===== config.mk =====
export PLATFORM = sky130hd
export DESIGN_NAME = swrm_ctrl
export DESIGN_NICKNAME = d
export VERILOG_FILES = /design/src/hdl/swrm_pkg.sv /design/src/hdl/swrm_ctrl.sv
export SDC_FILE = /design/constraint.sdc
export NUM_CORES = 1
export LEC_CHECK = 0
export CAP_MARGIN = 0
export CORE_AREA = 8 8 45 47
export CTS_CLUSTER_SIZE = 12
export DETAILED_ROUTE_END_ITERATION = 6
export DIE_AREA = 0 0 53 55
export DONT_BUFFER_PORTS = 1
export PLACE_DENSITY = 0.39
export SYNTH_ARGS = -nofsm -noshare
export SYNTH_HDL_FRONTEND = slang
export SYNTH_SLANG_ARGS = --single-unit
export TNS_END_PERCENT = 1

===== constraint.sdc =====
create_clock -name clock -period 1.39 [get_ports clock]
set_input_delay 0.3475 -clock clock [delete_from_list [all_inputs] [get_ports clock]]
set_output_delay 0.3475 -clock clock [all_outputs]
set_load 0.02 [all_outputs]

===== src/hdl/swrm_pkg.sv =====
// Shared types and constants of the sliding-window rate meter.
`default_nettype none

package swrm_pkg;

   // Item codes on req_command
   localparam logic CMD_RECORD = 1'b0;
   localparam logic CMD_QUERY  = 1'b1;

   // Register index, taken from the configuration address
   localparam int  CSR_ADDR_W = 4;
   localparam logic REG_WINDOW = 1'b0;

   localparam int WINDOW_W = 40;
   localparam logic [WINDOW_W-1:0] WINDOW_RESET = 40'd1000000000;
   localparam logic [29:0] NS_PER_S = 30'd1000000000;
   localparam logic [63:0] MIN_ELAPSED_NS = 64'd1000000;

   // Controller -> datapath
   typedef struct packed {
      logic rec_write;     // store a packet record
      logic query_load;    // latch query time, cutoff, clear accumulators
      logic walk_issue;    // read the next ring slot
      logic scale_lo;      // low partial product, latch divisor
      logic scale_hi;      // add high partial product, clear divider
      logic div_step;      // one restoring division step
      logic res_load_zero; // result register <= 0
      logic res_load_div;  // result register <= saturated quotient
   } swrm_cmd_type;

   // Datapath -> controller
   typedef struct packed {
      logic empty;
      logic walk_last;
      logic total_zero;
      logic div_last;
   } swrm_stat_type;

endpackage

`default_nettype wire


===== src/hdl/swrm_ctrl.sv =====
// Sequencing state machine of the sliding-window rate meter.
`default_nettype none

module swrm_ctrl
   import swrm_pkg::*;
(
   input  wire logic          clock,
   input  wire logic          reset,
   input  wire logic          start,
   input  wire logic          req_command,
   input  swrm_stat_type      stat,
   output swrm_cmd_type       cmd,
   output logic               busy,
   output logic               rsp_valid
);

   typedef enum logic [2:0] {
      ST_IDLE,
      ST_WALK,
      ST_DRAIN,
      ST_SCALE_LO,
      ST_SCALE_HI,
      ST_DIVIDE,
      ST_FINISH
   } state_type;

   state_type state_ff, state_in;
   logic      busy_ff, busy_in;
   logic      rsp_valid_ff, rsp_valid_in;

   always_comb begin
      cmd          = '0;
      state_in     = state_ff;
      busy_in      = busy_ff;
      rsp_valid_in = 1'b0;
      unique case (state_ff)
         ST_IDLE: begin
            if (start) begin
               if (req_command == CMD_RECORD) begin
                  cmd.rec_write = 1'b1;
               end else begin
                  cmd.query_load = 1'b1;
                  if (stat.empty) begin
                     cmd.res_load_zero = 1'b1;
                     rsp_valid_in      = 1'b1;
                  end else begin
                     state_in = ST_WALK;
                     busy_in  = 1'b1;
                  end
               end
            end
         end
         ST_WALK: begin
            cmd.walk_issue = 1'b1;
            if (stat.walk_last) begin
               state_in = ST_DRAIN;
            end
         end
         ST_DRAIN: begin
            state_in = ST_SCALE_LO;
         end
         ST_SCALE_LO: begin
            if (stat.total_zero) begin
               cmd.res_load_zero = 1'b1;
               rsp_valid_in      = 1'b1;
               busy_in           = 1'b0;
               state_in          = ST_IDLE;
            end else begin
               cmd.scale_lo = 1'b1;
               state_in     = ST_SCALE_HI;
            end
         end
         ST_SCALE_HI: begin
            cmd.scale_hi = 1'b1;
            state_in     = ST_DIVIDE;
         end
         ST_DIVIDE: begin
            cmd.div_step = 1'b1;
            if (stat.div_last) begin
               state_in = ST_FINISH;
            end
         end
         ST_FINISH: begin
            cmd.res_load_div = 1'b1;
            rsp_valid_in     = 1'b1;
            busy_in          = 1'b0;
            state_in         = ST_IDLE;
         end
         default: begin
            state_in = ST_IDLE;
            busy_in  = 1'b0;
         end
      endcase
   end

   always_ff @(posedge clock) begin
      if (reset) begin
         state_ff     <= ST_IDLE;
         busy_ff      <= 1'b0;
         rsp_valid_ff <= 1'b0;
      end else begin
         state_ff     <= state_in;
         busy_ff      <= busy_in;
         rsp_valid_ff <= rsp_valid_in;
      end
   end

   assign busy      = busy_ff;
   assign rsp_valid = rsp_valid_ff;

endmodule

`default_nettype wire


* Yosys cells after proc, flatten, opt, wreduce, memory -nomap -nowiden
Cells that the tools add are included.
** Word-level totals
- Register bits after elaboration :: 5
- Word-level logic and storage cells :: 48
** Operators by class
- Eq/ne operators :: 12
- Mux-type cells :: 28
- Bitwise gates (word level) :: 1
- Reductions and logical operators :: 4
** Operators by type and width (number)
- $mux W3 :: 6
- $pmux W3 S6 :: 1
- $mux W1 :: 16
- $ne A2 B2 Y1 const B :: 6
- $reduce_and A5 Y1 :: 2
- $eq A3 B3 Y1 const B :: 3
- $eq A3 B2 Y1 const B :: 2
- $pmux W1 S3 :: 2
- $mux W2 :: 2
- $reduce_or A4 Y1 :: 1
- $eq A3 B1 Y1 const B :: 1
- $logic_not A3 Y1 :: 1
- $pmux W1 S2 :: 1
- $not A1 Y1 :: 1

* Longest topological paths before layout
Gate-level depths: netlist of the first run.
- Depth in word-level cells :: 4
- Mapped depth :: 4
- Gate-level depth less buffers :: 3

* Worst setup path before layout of the first run
Ideal clock, no wire load.
- Path kind :: register -> output
- Start :: register state_ff[2]
- End :: output cmd[3] (netlist bit)
- Arrival :: 0.967 ns
- Data required time :: 1.043 ns
- Setup slack :: 0.075 ns
- Stages on the path, launching flop included :: 3
- Cells stage by stage :: dfxtp_1 > buf_6 > nor3b_1
** RTL lines
- start, declared :: RTL line swrm_ctrl.sv:27 : state_type state_ff, state_in;
- start signal, assigned :: RTL line swrm_ctrl.sv:102 : state_ff <= state_in;
- end, declared :: RTL line swrm_ctrl.sv:12 : output swrm_cmd_type cmd,

==> key figures, run 1 <==
Floorplan
  – Die area: about 2900 um^2
  – Initial Util: a little under a quarter
  – Core ar.: 1380 um^2
  – Die Span X: roughly 53 um
  – Core Rows: 14
  – Io pins: 18
  – DIE HEIGHT: ~55 um

Clocking
  – Worst-Skew Late Latency: 240 ps
  – Total CTS buffers: 3
  – CTS tree: built
  – Num Clock Sinks: 5
  – Clk pin slew, worst setup/hold paths: around 40 ps
  – Post-cts hold buffer count: 0
  – H-tree levels: 1
  – CTS Buffer Depth: 2
  – CTS root buffer: clkbuf_4

Detailed routing
  – Vias: about 290
  – Residual DRC: 0
  – Vias per inst: 4.85
  – WL/cell: around 14 um
  – DRT Pass-1 Iters: 3
  – 1st-iter DRT viols: 3
  – Final wirelength: roughly 830 um
  – Antenna-violating nets left: 0

Worst setup path
  – Arrival @ worst endpoint: about 1100 ps
  – Worst path bufs/invs: 0
  – Critical Path Sink: cmd[1]
  – Critical Path RT: between 1000 and 1500 ps
  – Setup CP Type: reg -> out
  – CP startpoint: state_ff[0]$_SDFFE_PP0P_
  – Reg2Reg Capture Point: busy$_SDFFE_PP0P_
  – R2R depth: 3
  – Worst-path cell with the longest stage delay: dfxtp_2
  – Startpoint types: flip-flop
  – Worst R2R Start: state_ff[0]$_SDFFE_PP0P_
  – Largest fanout on the critical path: 5
  – Flop-to-flop setup slack: around 240 ps
  – CP Depth: 3
  – CP cell instances: nor3_4 > nand4_1 > nand2_2
  – Worst setup EP type: output port
  – Largest delay share family, worst path: simple AND/OR/NAND/NOR gates
  – CP max stage delay: 340 ps

Synth
  – Yosys cell types: 21
  – Sequential element share of the synthesized area: between 30 and 40%
  – Main flop type after synthesis: dfxtp_1
  – Async SR Flop Fraction: 0%
  – Area leader, netlist: dfxtp_1
  – Commonest cells post-synth: 6 x a21oi_1, 5 x dfxtp_1, 3 x nand2_1, 3 x o21ai_0
  – Largest cells by area after synthesis: dfxtp_1 32%, a21oi_1 9.6%, and3b_2 6.4%
  – Post-Syn Nets: 46
  – Post-Syn Area: 313 um^2
  – Syn Area/Cell: around 8 um^2
  – Synth top area share: 32.0%
  – Syn Inst Count: 38
  – Most frequent cell after synthesis: a21oi_1
  – Register bit total from synthesis: 5
  – Synth warn: 0
  – Number of synthesized flops with an enable pin: 0

STA
  – Final Hold Vio Count: 0
  – Period minus WS final: around 1500 ps
  – Setup Skew: approximately 2.6 ps
  – Fmax: between 600 and 700 MHz
  – Fin worst setup slack: -86.3 ps
  – Slew headroom: 84.3%
  – Pins over their slew limit: 0
  – RSZ-0062 raised after global routing: true
  – Fin crit share: 106%
  – # setup viols final: 4
  – Worst-Margin Slew: 234 ps

Cells and area
  – Share of post-route cells with drive strength above 1: a little under half
  – Area grow syn2layout: 26.0%
  – Multi-input combinational cell area: between 200 and 250 um^2
  – # diodes: 0
  – Storage cell area: around 110 um^2
  – Nets@finish: 53
  – Finished Layout Cells: 60
  – Fillers: between 150 and 200

Power
  – Power Dens Cells: a little over 1000 nW/um^2
  – Leakage power: between 0.15 and 0.2 nW
  – VDD IR max: 0.462 mV
  – Total design power: around 400 uW

Global routing
  – Initial antenna violation count: 0
  – Largest net degree at the start of global routing: 9
  – First-pass GRT wire length: roughly 1300 um
  – Total Routing Usage GR: around 6%
  – Vias in the first global route: around 300
  – Total gr overflow: 0

Worst hold path
  – Type of the worst min-delay path: in -> reg
  – Min-delay src: reset

Placement
  – Port bufs: 0
  – Placed cells: 55
  – GP Congestion: between 0.7 and 0.8

Flow run
  – MaxCap Viol Count: 0

Outcome
  – Failing checks: setup timing
  – Status: finished with violations
==> worst min path at each step <==
stage	to	slack, ps	cells after the start
final	state_ff[2]$_SDFFE_PP0P_	170	1
after global routing	state_ff[2]$_SDFFE_PP0P_	140	1
after CTS	state_ff[2]$_SDFFE_PP0P_	150	1
after detailed placement	busy$_SDFFE_PP0P_	420	1
after global placement	state_ff[2]$_SDFFE_PP0P_	420	1
after floorplan	busy$_SDFFE_PP0P_	420	1
==> cells by family after synthesis <==
family	after synthesis	share of synthesized area, %
AND/OR/NAND/NOR	18	40.4
buffers and inverters	4	7.60
flip-flops	5	32.0
multiplexers	1	3.60
AO/OA/AOI/OAI	10	16.4
==> cell type report <==
cell class / instances / share of cell area [%]
Clock buffer: 4 / 6.67
Inverter: 2 / 1.90
Timing Repair Buffer: 4 / 7.62
Tap cell: 16 / 5.08
Multi-Input combinational cell: 29 / 51.1
Sequential cell: 5 / 27.6
==> metrics by stage <==
step           cell area, um^2  hold slack [ps]  TNS, ps  util, %  setup slack, ps
4_1_cts                    393              155     -271     28.4             -100
5_1_grt                    394              144     -644     28.5             -191
3_3_place_gp               339              419        0     24.5             58.9
2_1_floorplan              313              417        0        -             75.3
6_report                   394              166     -188     28.5            -86.3
3_5_place_dp               339              420        0     24.5             56.7
==> where the power goes <==
group | switching, mW | internal, mW
Clock | 0.0539 | 0.108
Sequential | 0.0125 | 0.151
Combinational | 0.0432 | 0.0342
Total | 0.110 | 0.293
==> flip-flops by register name, indices dropped and copies added (netlist names) <==
register   flops
busy           1
rsp_valid      1
state_ff       3
==> layout by cell type (no fill, tap or decap), types with 2 or more instances in the layout <==
master,count
clkbuf_4,3
and3_2,2
buf_4,4
nand2_1,2
and3b_2,2
o21ai_0,3
dfxtp_1,2
nand3_1,2
a21oi_1,6
dfxtp_4,2
==> what timing repair did <==
action	4_1_cts	5_1_grt
pin swaps	3	2
buffers inserted	1	0
resized for setup	10	1
endpoints found under the setup margin	8	8
==> routing by layer <==
metal | GRT usage (%) | wire [um] | up-vias
met5 | 0 | 0 | -
met4 | 2.59 | 0 | 0
met3 | 5.35 | 110 | 0
met2 | 9.38 | 386 | 12
met1 | 5.48 | 332 | 130
li1 | - | - | 149
No activity file was read; power rests on OpenSTA's default activity.
==> inputs of run 2 (changes only) <==
- SKIP_LAST_GASP: default -> 1
==> key figures, run 2 (synthesis gave the netlist of run 1 again) <==
Detailed routing
  – Final wirelength: 835 um (+0.72%)
  – WL/cell: 13.9 um (+0.72%)
  – Vias: 295 (+1.4%)
  – Residual DRC: 0 (unchanged)
  – DRT Pass-1 Iters: 2 (-1)
  – 1st-iter DRT viols: 3 (unchanged)
  – Vias per inst: 4.92 (+1.4%)
  – Antenna-violating nets left: 0 (unchanged)

STA
  – Final Hold Vio Count: 0 (unchanged)
  – Fmax: 679 MHz (+0.19%)
  – Slew headroom: 84.3% (about the same)
  – Period minus WS final: 1470 ps (-2.84 ps)
  – # setup viols final: 7 (+3)
  – Setup Skew: 2.75 ps (+0.0991 ps)
  – Fin crit share: 106% (-0.20 points)
  – Sum Neg Setup Slack: -266 ps (-77.4 ps)
  – RSZ-0062 raised after global routing: true
  – Worst-Margin Slew: 235 ps (+0.707 ps)
  – Fin worst setup slack: -83.5 ps (+2.84 ps)
  – Pins over their slew limit: 0 (unchanged)

Cells and area
  – Final instance area: 384 um^2 (-2.5%)
  – Storage cell area: 106 um^2 (-2.3%)
  – Area grow syn2layout: 22.8%
  – Most frequent cells in the layout: 6 x a21oi_1, 4 x buf_4, 3 x o21ai_0, 3 x clkbuf_4
  – Largest register FFs: 3 (unchanged)
  – Fillers: 160 (+2.6%)
  – # diodes: 0 (unchanged)
  – Commonest non-fill, non-tap cell in the layout: a21oi_1
  – Share of post-route cells with drive strength above 1: 40.9% (-6.8 points)
  – Finished Layout Cells: 60 (unchanged)
  – Multi-input combinational cell area: 194 um^2 (-3.7%)
  – Biggest register: state_ff
  – Nets@finish: 53 (unchanged)

Worst hold path
  – Min-delay src: reset
  – Hold path cells: 1 (unchanged)
  – Worst Hold Path EP: state_ff[2]$_SDFFE_PP0P_
  – Type of the worst min-delay path: in -> reg

Worst setup path
  – CP cell instances: nor3_4 > nand4_1 > nand2_2
  – R2R depth: 3 (unchanged)
  – Worst setup EP type: output port
  – Largest fanout on the critical path: 5 (unchanged)
  – Worst-path cell with the longest stage delay: dfxtp_2
  – Arrival @ worst endpoint: 1130 ps (about the same)
  – Worst R2R Start: state_ff[2]$_SDFFE_PP0P_
  – Critical Path RT: 1040 ps (about the same)
  – Setup CP Type: reg -> out
  – Flop-to-flop setup slack: 220 ps (-20 ps)
  – Reg2Reg Capture Point: state_ff[0]$_SDFFE_PP0P_
  – Startpoint types: flip-flop
  – CP max stage delay: 330 ps (about the same)

Power
  – Sequential Power Share: 40.8% (+0.3 points)
  – VDD IR max: 0.463 mV (+0.38%)
  – Power Dens Cells: 1050 nW/um^2 (+2.8%)
  – Switch Pwr: 110 uW (-0.18%)
  – Sw Ratio: 27.1% (-0.099 points)
  – Clock share of power: 40.4% (+0.2 points)
  – Total design power: 404 uW (+0.19%)
  – Pint: 294 uW (+0.33%)
  – Leakage power: 0.162 nW (-2.6%)
  – Combinational Power Share: 18.8% (-0.4 points)

Floorplan
  – Die area: 2920 um^2 (unchanged)
  – Io pins: 18 (unchanged)
  – Die Span X: 53 um (unchanged)
  – Core ar.: 1380 um^2 (unchanged)
  – DIE HEIGHT: 55 um (unchanged)
  – Core Rows: 14 (unchanged)
  – Initial Util: 22.6% (unchanged)

Placement
  – Post-DP Area: 339 um^2 (unchanged)
  – Dpl ws: 56.7 ps (unchanged)
  – Placed cells: 55 (unchanged)
  – GP Congestion: 0.767 (unchanged)
  – Port bufs: 0 (unchanged)

Clocking
  – Total CTS buffers: 3 (unchanged)
  – CTS Buffer Depth: 2 (unchanged)
  – Clk pin slew, worst setup/hold paths: 40 ps (about the same)
  – CTS root buffer: clkbuf_4
  – Num Clock Sinks: 5 (unchanged)
  – Worst-Skew Late Latency: 240 ps (about the same)
  – H-tree levels: 1 (unchanged)
  – CTS tree: built

Outcome
  – Status: finished with violations
  – Failing checks: setup timing

Global routing
  – First-pass GRT wire length: 1280 um (unchanged)
  – Initial antenna violation count: 0 (unchanged)
  – Largest net degree at the start of global routing: 9 (unchanged)
  – Vias in the first global route: 295 (unchanged)
  – Total Routing Usage GR: 6.01% (unchanged)
  – Total gr overflow: 0 (unchanged)

Flow run
  – MaxCap Viol Count: 0 (unchanged)
run 2: worst max-delay path by stage:
stage | start | end | slack (ps) | depth (start not counted)
floorplan | state_ff[2]$_SDFFE_PP0P_ | cmd[3] | 80 | 2
global placement | state_ff[0]$_SDFFE_PP0P_ | cmd[4] | 60 | 3
detailed placement | state_ff[0]$_SDFFE_PP0P_ | cmd[4] | 60 | 3
CTS | state_ff[0]$_SDFFE_PP0P_ | cmd[1] | -100 | 3
global route | state_ff[0]$_SDFFE_PP0P_ | cmd[1] | -190 | 3
finish | state_ff[0]$_SDFFE_PP0P_ | cmd[1] | -80 | 3
run 2: timing repair:
action / 4_1_cts / 5_1_grt
buffers inserted: 1 / 0
hold buffers: 0 / 0
gates resized for setup: 7 / 0
setup endpoints to repair: 8 / 8
pin swaps: 3 / 2
run 2: through the flow:
step	utilization (%)	hold slack, ps
2_1_floorplan	-	417
3_5_place_dp	24.5	420
6_report	27.8	168
3_3_place_gp	24.5	419
4_1_cts	27.8	157
5_1_grt	27.8	145
run 2: final cells by class:
cell class	instances	area share, %
Clock buffer	4	6.84
Inverter	2	1.95
Multi-Input combinational cell	29	50.5
Sequential cell	5	27.7
Tap cell	16	5.21
Timing Repair Buffer	4	7.82
run 2: per-layer routing:
layer / wire (um) / GRT usage [%]
met3: 109 / 5.35
met1: 342 / 5.48
met4: 0 / 2.59
met5: 0 / 0
met2: 383 / 9.38
run 2: power groups by stage:
| stage | clock network (mW) | registers (mW) | logic, mW |
|---|---|---|---|
| final | 0.163 | 0.165 | 0.0757 |
| after global placement | 0 | 0.170 | 0.0689 |
| after global routing | 0.190 | 0.166 | 0.0822 |
| after CTS | 0.175 | 0.165 | 0.0763 |
| after detailed placement | 0 | 0.170 | 0.0684 |
| after floorplan | 0 | 0.165 | 0.0589 |
run 2: worst max-delay path, delay by kind of cell (launching register included):
kind | cells | cell delay (ps)
flops | 1 | 330
simple gates | 3 | 560
